$ cat config.mk
export PLATFORM = sky130hd
export DESIGN_NAME = multiplexed_segment_display_scan
export DESIGN_NICKNAME = d
export VERILOG_FILES = /design/src/hw/rtl/mseg_pkg.sv /design/src/hw/rtl/multiplexed_segment_display_scan.sv
export SDC_FILE = /design/constraint.sdc
export NUM_CORES = 1
export LEC_CHECK = 0
export BUFFER_PORTS_ARGS = -buffer_cell sky130_fd_sc_hd__buf_4
export CAP_MARGIN = 20
export CORE_ASPECT_RATIO = 0.9
export CORE_UTILIZATION = 40
export CTS_CLUSTER_DIAMETER = 50
export DETAILED_ROUTE_END_ITERATION = 16
export SLEW_MARGIN = 20
export SYNTH_ARGS = -nofsm -noshare
export SYNTH_HDL_FRONTEND = slang
export SYNTH_SLANG_ARGS = --single-unit
$ cat constraint.sdc
create_clock -name clk -period 7.4 [get_ports clk]
set_clock_uncertainty 0.15 [all_clocks]
set_input_delay 1.85 -clock clk [delete_from_list [all_inputs] [get_ports clk]]
set_output_delay 1.85 -clock clk [all_outputs]
set_load 0.005 [all_outputs]
$ cat src/hw/rtl/mseg_pkg.sv
`timescale 1ns / 1ps

package mseg_pkg;

  localparam int DEF_MAX_DIGIT_COUNT   = 8;
  localparam int DEF_MAX_SEGMENT_COUNT = 8;

  localparam int CFG_INDEX_W = 3;
  localparam int CFG_DATA_W  = 40;
  localparam int PIN_MAP_W   = 40;
  localparam int DRIVE_W     = 24;
  localparam int OUT_DATA_W  = 40;

  typedef enum logic [CFG_INDEX_W-1:0] {
    CFG_DIGIT_COUNT     = 3'd0,
    CFG_SEGMENT_COUNT   = 3'd1,
    CFG_REFRESH_PERIOD  = 3'd2,
    CFG_DIGIT_PIN_MAP   = 3'd3,
    CFG_SEGMENT_PIN_MAP = 3'd4
  } cfg_index_t;

  localparam logic [3:0]  RST_DIGIT_COUNT    = 4'd8;
  localparam logic [3:0]  RST_SEGMENT_COUNT  = 4'd8;
  localparam logic [15:0] RST_REFRESH_PERIOD = 16'd1000;

  localparam logic [7:0]  SPACE_CODE  = 8'h20;
  localparam logic [7:0]  DOT_CODE    = 8'h2E;
  localparam logic [7:0]  DOT_SEGMENT = 8'h80;
  localparam logic [15:0] TICK_MAX    = 16'hFFFF;
  localparam logic [4:0]  LAST_PIN    = 5'd23;

  // Segment patterns, bit 0 is segment A. Codes not listed light nothing.
  function automatic logic [7:0] seg_rom(input logic [7:0] ch);
    logic [7:0] segs;
    case (ch)
      8'h30: segs = 8'h3F;  8'h31: segs = 8'h06;  8'h32: segs = 8'h5B;
      8'h33: segs = 8'h4F;  8'h34: segs = 8'h66;  8'h35: segs = 8'h6D;
      8'h36: segs = 8'h7D;  8'h37: segs = 8'h07;  8'h38: segs = 8'h7F;
      8'h39: segs = 8'h6F;
      8'h41: segs = 8'h77;  8'h42: segs = 8'h7C;  8'h43: segs = 8'h39;
      8'h44: segs = 8'h5E;  8'h45: segs = 8'h79;  8'h46: segs = 8'h71;
      8'h47: segs = 8'h3D;  8'h48: segs = 8'h76;  8'h49: segs = 8'h30;
      8'h4A: segs = 8'h1E;  8'h4B: segs = 8'h76;  8'h4C: segs = 8'h38;
      8'h4D: segs = 8'h15;  8'h4E: segs = 8'h37;  8'h4F: segs = 8'h3F;
      8'h50: segs = 8'h73;  8'h51: segs = 8'h67;  8'h52: segs = 8'h33;
      8'h53: segs = 8'h6D;  8'h54: segs = 8'h78;  8'h55: segs = 8'h3E;
      8'h56: segs = 8'h1E;  8'h57: segs = 8'h2A;  8'h58: segs = 8'h76;
      8'h59: segs = 8'h6E;  8'h5A: segs = 8'h5B;
      8'h2D: segs = 8'h40;  8'h5F: segs = 8'h08;  8'h2E: segs = 8'h80;
      8'h3A: segs = 8'h48;  8'h3D: segs = 8'h48;  8'h21: segs = 8'h86;
      8'h3F: segs = 8'hD3;  8'h27: segs = 8'h02;  8'h22: segs = 8'h22;
      8'h3C: segs = 8'h70;  8'h3E: segs = 8'h43;  8'h5B: segs = 8'h39;
      8'h5D: segs = 8'h0F;  8'h2F: segs = 8'h52;  8'h5C: segs = 8'h64;
      default: segs = 8'h00;
    endcase
    return segs;
  endfunction

  // One-hot drive bit for the five-bit pin number in the given map slot; pins above 23 give no bit.
  function automatic logic [DRIVE_W-1:0] pin_bit(input logic [PIN_MAP_W-1:0] map,
                                                 input logic [2:0] slot);
    logic [4:0] pin;
    pin = map[5*slot +: 5];
    return (pin <= LAST_PIN) ? (24'd1 << pin) : '0;
  endfunction

endpackage

$ cat src/hw/rtl/multiplexed_segment_display_scan.sv
`timescale 1ns / 1ps
// A tick beat that completes a refresh period yields its output beat in the cycle after it is taken.
// Throughput: one input beat per cycle through a single registered pass to the output register;
// while a result waits there with out_tready low, no input beat is taken.
// Reset (synchronous, rst_n low): registers to their defaults, shown text all spaces without
// dots, staging, scan position and tick counter cleared, output empty.
module multiplexed_segment_display_scan #(
  parameter int MAX_DIGIT_COUNT   = mseg_pkg::DEF_MAX_DIGIT_COUNT,
  parameter int MAX_SEGMENT_COUNT = mseg_pkg::DEF_MAX_SEGMENT_COUNT
) (
  input  logic                             clk,
  input  logic                             rst_n,
  input  logic                             cfg_valid,
  output logic                             cfg_ready,
  input  logic [mseg_pkg::CFG_INDEX_W-1:0] cfg_index,
  input  logic [mseg_pkg::CFG_DATA_W-1:0]  cfg_data,
  input  logic                             in_tvalid,
  output logic                             in_tready,
  input  logic [7:0]                       in_tdata,   // char_code
  input  logic [1:0]                       in_tuser,   // command, text_first
  input  logic                             in_tlast,   // text_last
  output logic                             out_tvalid,
  input  logic                             out_tready,
  output logic [mseg_pkg::OUT_DATA_W-1:0]  out_tdata   // drive_word, digit_index,
                                                       // segment_bits, zero pad
);
  import mseg_pkg::*;

  localparam int DIGITS = (MAX_DIGIT_COUNT < 8) ? MAX_DIGIT_COUNT : 8;
  localparam int IDX_W  = (DIGITS > 1) ? $clog2(DIGITS) : 1;
  localparam int CNT_W  = $clog2(DIGITS + 1);

  logic [3:0]            digit_count_r;
  logic [3:0]            segment_count_r;
  logic [15:0]           refresh_period_r;
  logic [PIN_MAP_W-1:0]  digit_pin_map_r;
  logic [PIN_MAP_W-1:0]  segment_pin_map_r;

  logic [7:0]            staged_chars_r  [DIGITS];
  logic                  staged_dots_r   [DIGITS];
  logic [7:0]            staged_chars_nxt[DIGITS];
  logic                  staged_dots_nxt [DIGITS];
  logic [CNT_W-1:0]      staged_count_r, staged_count_nxt;
  logic                  dot_may_attach_r, dot_may_attach_nxt;
  logic                  text_ended_r, text_ended_nxt;

  logic [7:0]            shown_chars_r  [DIGITS];
  logic                  shown_dots_r   [DIGITS];
  logic [7:0]            shown_chars_nxt[DIGITS];
  logic                  shown_dots_nxt [DIGITS];

  logic [IDX_W-1:0]      scan_digit_r, scan_digit_nxt;
  logic [15:0]           tick_count_r, tick_count_nxt;

  logic                  out_valid_r;
  logic [DRIVE_W-1:0]    drive_word_r, drive_word_nxt;
  logic [2:0]            digit_index_r;
  logic [7:0]            segment_bits_r, segment_bits_nxt;

  logic                  in_beat, char_beat, tick_beat, commit;
  logic [3:0]            digits_used, segs_used;
  logic [CNT_W-1:0]      cnt_dec;
  logic [7:0]            code_up;
  logic [IDX_W-1:0]      scan_sel;
  logic [3:0]            scan_inc;
  logic [15:0]           tick_inc;
  logic                  scan_fire;

  assign cfg_ready = 1'b1;
  assign in_tready = !out_valid_r || out_tready;
  assign in_beat   = in_tvalid && in_tready;
  assign char_beat = in_beat && in_tuser[0];
  assign tick_beat = in_beat && !in_tuser[0];
  assign commit    = in_beat && in_tlast;

  always_comb begin
    if (digit_count_r == 4'd0) begin
      digits_used = 4'd1;
    end else if (digit_count_r > 4'(DIGITS)) begin
      digits_used = 4'(DIGITS);
    end else begin
      digits_used = digit_count_r;
    end
    segs_used = (segment_count_r > 4'(MAX_SEGMENT_COUNT)) ? 4'(MAX_SEGMENT_COUNT)
                                                           : segment_count_r;
  end

  // Text staging followed by an optional commit into the shown buffer.
  always_comb begin
    logic [3:0] src;
    staged_chars_nxt   = staged_chars_r;
    staged_dots_nxt    = staged_dots_r;
    staged_count_nxt   = staged_count_r;
    dot_may_attach_nxt = dot_may_attach_r;
    text_ended_nxt     = text_ended_r;
    code_up            = in_tdata;
    if (in_tdata inside {[8'h61:8'h7A]}) begin
      code_up = in_tdata - 8'h20;
    end
    if (char_beat && in_tuser[1]) begin
      staged_count_nxt   = '0;
      dot_may_attach_nxt = 1'b0;
      text_ended_nxt     = 1'b0;
    end
    cnt_dec = staged_count_nxt - 1'b1;
    if (char_beat && !text_ended_nxt) begin
      if (in_tdata == 8'h00) begin
        text_ended_nxt = 1'b1;
      end else if (in_tdata == DOT_CODE && dot_may_attach_nxt && staged_count_nxt != '0) begin
        staged_dots_nxt[cnt_dec[IDX_W-1:0]] = 1'b1;
        dot_may_attach_nxt = 1'b0;
      end else if (4'(staged_count_nxt) >= digits_used) begin
        text_ended_nxt = 1'b1;
      end else begin
        staged_chars_nxt[staged_count_nxt[IDX_W-1:0]] = code_up;
        staged_dots_nxt[staged_count_nxt[IDX_W-1:0]]  = 1'b0;
        staged_count_nxt   = staged_count_nxt + 1'b1;
        dot_may_attach_nxt = 1'b1;
      end
    end

    // On a commit, digit i shows staged position digits_used-1-i; unused digits and positions are blank.
    shown_chars_nxt = shown_chars_r;
    shown_dots_nxt  = shown_dots_r;
    for (int i = 0; i < DIGITS; i++) begin
      src = digits_used - 4'd1 - 4'(i);
      if (commit) begin
        shown_chars_nxt[i] = SPACE_CODE;
        shown_dots_nxt[i]  = 1'b0;
        if (4'(i) < digits_used && src < 4'(staged_count_nxt)) begin
          shown_chars_nxt[i] = staged_chars_nxt[src[IDX_W-1:0]];
          shown_dots_nxt[i]  = staged_dots_nxt[src[IDX_W-1:0]];
        end
      end
    end
  end

  // Tick counting and the scan step for the current digit.
  always_comb begin
    logic [7:0] segs;
    scan_sel = (4'(scan_digit_r) < digits_used) ? scan_digit_r : '0;
    scan_inc = 4'(scan_sel) + 4'd1;
    tick_inc = (tick_count_r != TICK_MAX) ? tick_count_r + 16'd1 : tick_count_r;
    scan_fire = tick_beat && (tick_inc >= refresh_period_r);

    segs = seg_rom(shown_chars_r[scan_sel]);
    if (shown_dots_r[scan_sel]) begin
      segs = segs | DOT_SEGMENT;
    end
    drive_word_nxt = pin_bit(digit_pin_map_r, 3'(scan_sel));
    for (int s = 0; s < 8; s++) begin
      segment_bits_nxt[s] = segs[s] && (4'(s) < segs_used);
      if (segment_bits_nxt[s]) begin
        drive_word_nxt = drive_word_nxt | pin_bit(segment_pin_map_r, 3'(s));
      end
    end

    tick_count_nxt = tick_count_r;
    scan_digit_nxt = scan_digit_r;
    if (tick_beat) begin
      tick_count_nxt = tick_inc;
      if (scan_fire) begin
        tick_count_nxt = '0;
        scan_digit_nxt = (scan_inc == digits_used) ? '0 : scan_inc[IDX_W-1:0];
      end
    end
  end

  always_ff @(posedge clk) begin
    if (!rst_n) begin
      digit_count_r     <= RST_DIGIT_COUNT;
      segment_count_r   <= RST_SEGMENT_COUNT;
      refresh_period_r  <= RST_REFRESH_PERIOD;
      digit_pin_map_r   <= '0;
      segment_pin_map_r <= '0;
    end else if (cfg_valid && cfg_ready) begin
      case (cfg_index)
        CFG_DIGIT_COUNT:     digit_count_r     <= cfg_data[3:0];
        CFG_SEGMENT_COUNT:   segment_count_r   <= cfg_data[3:0];
        CFG_REFRESH_PERIOD:  refresh_period_r  <= cfg_data[15:0];
        CFG_DIGIT_PIN_MAP:   digit_pin_map_r   <= cfg_data[PIN_MAP_W-1:0];
        CFG_SEGMENT_PIN_MAP: segment_pin_map_r <= cfg_data[PIN_MAP_W-1:0];
        default: ;
      endcase
    end
  end

  always_ff @(posedge clk) begin
    staged_chars_r <= staged_chars_nxt;
    staged_dots_r  <= staged_dots_nxt;
    if (scan_fire) begin
      drive_word_r   <= drive_word_nxt;
      digit_index_r  <= 3'(scan_sel);
      segment_bits_r <= segment_bits_nxt;
    end
  end

  always_ff @(posedge clk) begin
    if (!rst_n) begin
      staged_count_r   <= '0;
      dot_may_attach_r <= 1'b0;
      text_ended_r     <= 1'b0;
      scan_digit_r     <= '0;
      tick_count_r     <= '0;
      out_valid_r      <= 1'b0;
      for (int i = 0; i < DIGITS; i++) begin
        shown_chars_r[i] <= SPACE_CODE;
        shown_dots_r[i]  <= 1'b0;
      end
    end else begin
      staged_count_r   <= staged_count_nxt;
      dot_may_attach_r <= dot_may_attach_nxt;
      text_ended_r     <= text_ended_nxt;
      scan_digit_r     <= scan_digit_nxt;
      tick_count_r     <= tick_count_nxt;
      shown_chars_r    <= shown_chars_nxt;
      shown_dots_r     <= shown_dots_nxt;
      // A beat is only taken when the output register is empty or draining.
      if (in_beat) begin
        out_valid_r <= scan_fire;
      end else if (out_tready) begin
        out_valid_r <= 1'b0;
      end
    end
  end

  assign out_tvalid = out_valid_r;
  assign out_tdata  = {5'd0, segment_bits_r, digit_index_r, drive_word_r};

endmodule

Word level (Yosys, flattened, before mapping)

Memory sizes are Yosys's and may differ from the RTL's.
Cells that the tools add are included.

Input bits: 59
Bits in read-only memories: 1024
Register bits: 309
Memories kept: 1

Memories:

| memory           | words | width | rd ports | clocked after Yosys merged registers in | wr ports | line           | RTL |
|---|---|---|---|---|---|---|---|
| (name not given) | 128   | 8     | 1        | 0                                       | 0        | mseg_pkg.sv:35 | `case (ch)` |

Mux-type cells: 129
Shift-type cells: 10
Reductions and logical operators: 43
Multiply operators: 1
Magnitude comparators: 53
$add $sub $neg: 13
Eq/ne operators: 7
Bitwise logic cells: 22

Operators with widths:

| cell                    | number |
|---|---|
| $mux W24                | 17 |
| $mux W8                 | 34 |
| $mux W64                | 4 |
| $bmux W8 S3             | 9 |
| $shl A1 B5 Y24 const A  | 9 |
| $or A24 B24 Y24         | 8 |
| $bwmux W64              | 1 |
| $le A5 B5 Y1 const B    | 9 |
| $ge A4 B4 Y1 const B    | 11 |
| $not A3 Y4              | 11 |
| $mux W1                 | 40 |
| $shiftx A40 B7 Y5       | 1 |
| $lt A3 B4 Y1 const A    | 8 |
| $lt A4 B4 Y1            | 8 |
| $mux W16                | 2 |
| $mux W4                 | 8 |
| $logic_and A1 B1 Y1     | 28 |
| $bmux W1 S3             | 9 |
| $demux W8 S3            | 1 |
| $add A16 B1 Y16 const B | 1 |
| $ge A16 B16 Y1          | 1 |
| $lt A1 B4 Y1 const A    | 4 |
| $lt A2 B4 Y1 const A    | 4 |
| $ne A16 B16 Y1 const B  | 1 |
| 32 further kinds        | 49 |

Longest topological paths before layout

An unclocked memory read counts as a cell.

Depth in word-level cells: 28
Gate-level depth with buffers: 26
Gate-level depth less buffers: 20

Worst setup path after synthesis

Ideal clock, no wire load.

Kind: input -> register
Start point: input port out_tready
End point: register shown_chars_r[10] in the netlist's numbering
Setup time: 0.058 ns
Stages on the path: 17
Required time: 7.192 ns
Path slack: 1.152 ns
Arrival: 6.041 ns
Cell sequence: nand2b_1 -> nand4_1 -> nand2_1 -> ha_1 -> nand2b_1 -> a21o_1 -> a21o_1 -> a2111oi_4 -> buf_2 -> nand2_1 -> xnor2_1 -> ha_1 -> a21o_1 -> a2111oi_2 -> nand2_1 -> o22ai_1 -> a21o_1

Cells in the longest elaborated chain, start to end: 19
Elaborated cells between the ends (all ways): 36

Ends and longest elaborated chain:

| element                                                            | line                                    | RTL |
|---|---|---|
| start: declaration                                                 | multiplexed_segment_display_scan.sv:23  | `input logic out_tready,` |
| $logic_or A1 B1 Y1 *                                               | multiplexed_segment_display_scan.sv:70  | `assign in_tready = !out_valid_r \|\| out_tready;` |
| $logic_and A1 B1 Y1 *                                              | multiplexed_segment_display_scan.sv:71  | `assign in_beat = in_tvalid && in_tready;` |
| $logic_and A1 B1 Y1                                                | multiplexed_segment_display_scan.sv:72  | `assign char_beat = in_beat && in_tuser[0];` |
| $logic_and A1 B1 Y1                                                | multiplexed_segment_display_scan.sv:100 | `if (char_beat && in_tuser[1]) begin` |
| $mux W4                                                            | multiplexed_segment_display_scan.sv:100 |  |
| $not A3 Y4 (not written as such)                                   | multiplexed_segment_display_scan.sv:115 | `staged_chars_nxt[staged_count_nxt[IDX_W-1:0]] = code_up;` |
| $ge A4 B4 Y1 (not written as such) or $lt A4 B1 Y1 (tied branches) | multiplexed_segment_display_scan.sv:115 |  |
| $logic_and A1 B1 Y1 (not written as such)                          | multiplexed_segment_display_scan.sv:115 |  |
| [... 2 more ...]                                                   | -                                       |  |
| $bwmux W64                                                         | multiplexed_segment_display_scan.sv:115 |  |
| $mux W64                                                           | multiplexed_segment_display_scan.sv:112 | `end else if (4'(staged_count_nxt) >= digits_used) begin` |
| $mux W64                                                           | multiplexed_segment_display_scan.sv:109 | `end else if (in_tdata == DOT_CODE && dot_may_attach_nxt && staged_count_nxt != '0) begin` |
| $mux W64                                                           | multiplexed_segment_display_scan.sv:107 | `if (in_tdata == 8'h00) begin` |
| $mux W64                                                           | multiplexed_segment_display_scan.sv:106 | `if (char_beat && !text_ended_nxt) begin` |
| $bmux W8 S3                                                        | multiplexed_segment_display_scan.sv:131 | `shown_chars_nxt[i] = staged_chars_nxt[src[IDX_W-1:0]];` |
| $mux W8 (not written as such) (2 in a row)                         | multiplexed_segment_display_scan.sv:131 |  |
| $mux W8                                                            | multiplexed_segment_display_scan.sv:130 | `if (4'(i) < digits_used && src < 4'(staged_count_nxt)) begin` |
| end signal: assignment                                             | multiplexed_segment_display_scan.sv:216 | `shown_chars_r <= shown_chars_nxt;` |
| end: declaration                                                   | multiplexed_segment_display_scan.sv:47  | `logic [7:0] shown_chars_r [DIGITS];` |

Every way passes the cells marked *; elsewhere a longest branch is shown, timed or not. The select of a mux whose other input is x is not followed.
A chain may end at the register's enable or synchronous reset.

Worst setup path after layout

Start point: input port out_tready
End point: register shown_chars_r[26] in the netlist's numbering

The elaborated chain is that of the path after synthesis.

==> impl_metrics.ini <==
[run_status]
status = completed

[yosys]
yosys.area_share.simple = 0.2333
synth_seq_cells = 309
synth_compound_area_frac = 0.2334
synth_area_um2 = 19970
synth_edf_count = 35
synthArstFlopShare = 0
synth_common_cells = 418 x nand2_1, 274 x dfxtp_1, 203 x nor2_1
synth_top_area_frac = 0.2747
yosysUniqueCellTypes = 122
ys_seq_area_frac = 0.3274
synthAdderAreaFrac = 0.04136
synth-xor-area-share = 0.01842
synthMostInstantiatedCell = nand2_1
synthMuxAreaShare = 0.08974
synth.avg_cell_area_um2 = 8.146
yosys-top-cells-area = dfxtp_1 27%, nand2_1 7.9%, mux2i_1 5.9%
synth_top_area_cell = dfxtp_1
ys.flop_type = dfxtp_1
synth_top_family_by_area = compound AO/OA/AOI/OAI gates
postSynthCellCount = 2451
synth-warning-count = 0

[global_route]
grt_pass1_vias = 17380
grt_antenna_before_repair = 0
grt_max_degree = 117
grt_pass1_wl_um = 104500
grt_remaining_overflow = 0
grtUsageTotal = 0.2634

[setup_path]
arrival_ps = 6760
crit_top_cell = nand2_1
end_kind = flip-flop
crit_chain = buf_4 -> nand2b_1 -> nand4_1 -> nand2_1 -> ha_1 -> nand2b_1 -> a21o_1 -> a21o_1 -> a2111oi_4 -> buf_4 -> nand2_1 -> xnor2_1 -> ha_1 -> inv_1 -> a21o_1 -> a221oi_1 -> nand2_1 -> a31oi_1 -> nand2_1 -> nor2_1 -> a21oi_1 -> o21ai_0
cp_max_fo = 13
cp.required_ps = 7740
path_class = in -> reg
worst_path_largest_cell_delay_ps = 680
worstSetupStartpointType = input port
crit_slowest_cell = xnor2_1

[route]
wl_per_cell_um = 21.74
drcViolationCount = 0
drtAntennaViolNets = 0
drt-total-wl_um = 68840
via_per_inst = 5.916
drtIter0Drc = 1986
vias = 18740
dr.pass1.iters = 7

[clocking]
numCtsBuffers = 43
cts_tree = built
cts.path.max_buffers = 3
cts_setup_buffers = 0
clock_latency_ps = 590
cts_sinks = 309
hold_buffers = 0
cts_root_buf = clkbuf_16
clk_pin_slew_ps = 50
cts_max_level = 2
cts-resized-gates = 0

[timing]
fmax_mhz = 155.8
rsz0062_at_grt = no
report.final.slew_viol_count = 0
tightest_slew_ps = 1028
fin_tns_setup_ps = 0
timing.hold.ws_ps = 303.0
relSlewSlack = 0.3146
fin_crit_ps = 6419
min_period_over_period = 0.8674
setup_violations = 0
finalHoldViolCount = 0

[power]
p_total_w = 0.004482
p_per_area_nw_per_um2 = 198.6
p_leak_nw = 8.843
ir_drop_mv = 0.1703

[placement]
post-place-cells = 3093
place_congestion = 0.9453
port_buffers = 95
dp_hpwl_um = 52040

[worst_hold_path]
hold_path.class = reg -> reg

[layout]
multi_input_area_um2 = 12350
finalNonFillerCells = 3167
area_growth_pct = 13.02
drive_gt1_frac = 0.1290
regArea_um2 = 6536
num-fill-cells = 4886
fin_nets = 2592
antenna_cells = 0

[run]
max-cap-violations = 0

[die]
die_w_um = 237.5
initial_core_util = 0.4055
die_h_um = 214.0
ios = 102
die-area_um2 = 50810
num_rows = 77
coreArea_um2 = 49230
==> sequential cells by signal, summed over array words and instances (netlist names), 3 cells and up <==
signal             cells
refresh_period_r      16
digit_index_r          3
digit_pin_map_r       40
staged_dots_r          8
tick_count_r          16
segment_pin_map_r     40
staged_chars_r        64
staged_count_r         4
digit_count_r          4
segment_bits_r         8
shown_chars_r         64
segment_count_r        4
scan_digit_r           3
drive_word_r          24
shown_dots_r           8
==> through the flow <==
step                  util  area, µm²  setup slack (ps)
floorplan                -      19980              1152
global placement    0.4282      21080             627.1
detailed placement  0.4283      21080             481.0
CTS                 0.4583      22560              1051
global route        0.4583      22560             550.5
finish              0.4583      22560             981.1
==> kinds of logic after synthesis <==
group	count (synthesis)
AO/OA/AOI/OAI	635
XOR/XNOR	42
adder cells (fa/ha/maj)	66
buffers and inverters	266
flip-flops	309
multiplexers	160
other	2
AND/OR/NAND/NOR	971
==> critical path: cells and delay by family <==
| kind | cells | cell delay (ps) |
|---|---|---|
| compound gates | 8 | 1660 |
| xor+xnor | 1 | 680 |
| fa+ha+maj | 2 | 600 |
| buf+inv | 3 | 390 |
| simple gates | 8 | 1590 |
==> placed cells by master, fill, tap and decap left out, drive strengths merged, types with 14 or more instances in the layout <==
cell    count
a211oi     15
a21boi     95
a21o       21
a21oi     116
a221o      14
a221oi     17
a22oi      16
a31oi      21
and3       19
buf       130
clkbuf     53
dfxtp     274
edfxtp     35
ha         66
inv       107
mux2       29
mux2i     121
nand2     419
nand2b     28
nand3      59
nand4      20
nor2      205
nor2b      33
nor3       60
nor3b      18
nor4       15
o211ai     27
o21ai      89
o221ai     31
o22ai      44
or2        14
or3        17
xnor2      25
xor2       17
==> path summary, 6_finish.rpt <==
| kind | start | end | depth (start not counted) | slack, ps |
|---|---|---|---|---|
| worst min-delay path | shown_chars_r[4] | shown_chars_r[4] | 2 | 300 |
| worst min register to register | shown_chars_r[4] | shown_chars_r[4] | 2 | 300 |
| worst max-delay path | out_tready | shown_chars_r[26] | 22 | 980 |
| worst max register to register | digit_count_r[2] | drive_word_r[21] | 16 | 1570 |
==> area by class of cell <==
cell class	count	share of cell area
Multi-Input combinational cell	1880	0.5471
Sequential cell	309	0.2897
Clock buffer	53	0.05207
Timing Repair Buffer	130	0.04325
Tap cell	671	0.03721
Inverter	103	0.01713
Clock inverter	21	0.01353
==> layer usage <==
layer,part of all wire,track usage
met2,0.42,0.3907
met4,0.032,0.09226
met3,0.075,0.04012
met5,0,0
met1,0.47,0.3845
==> where the power goes <==
group          switching [W]  total, W  internal (W)
clock network       0.000833   0.00215       0.00132
logic               0.000360  0.000545      0.000185
registers          0.0000367   0.00179       0.00175
No activity file was read; power rests on OpenSTA's default activity.
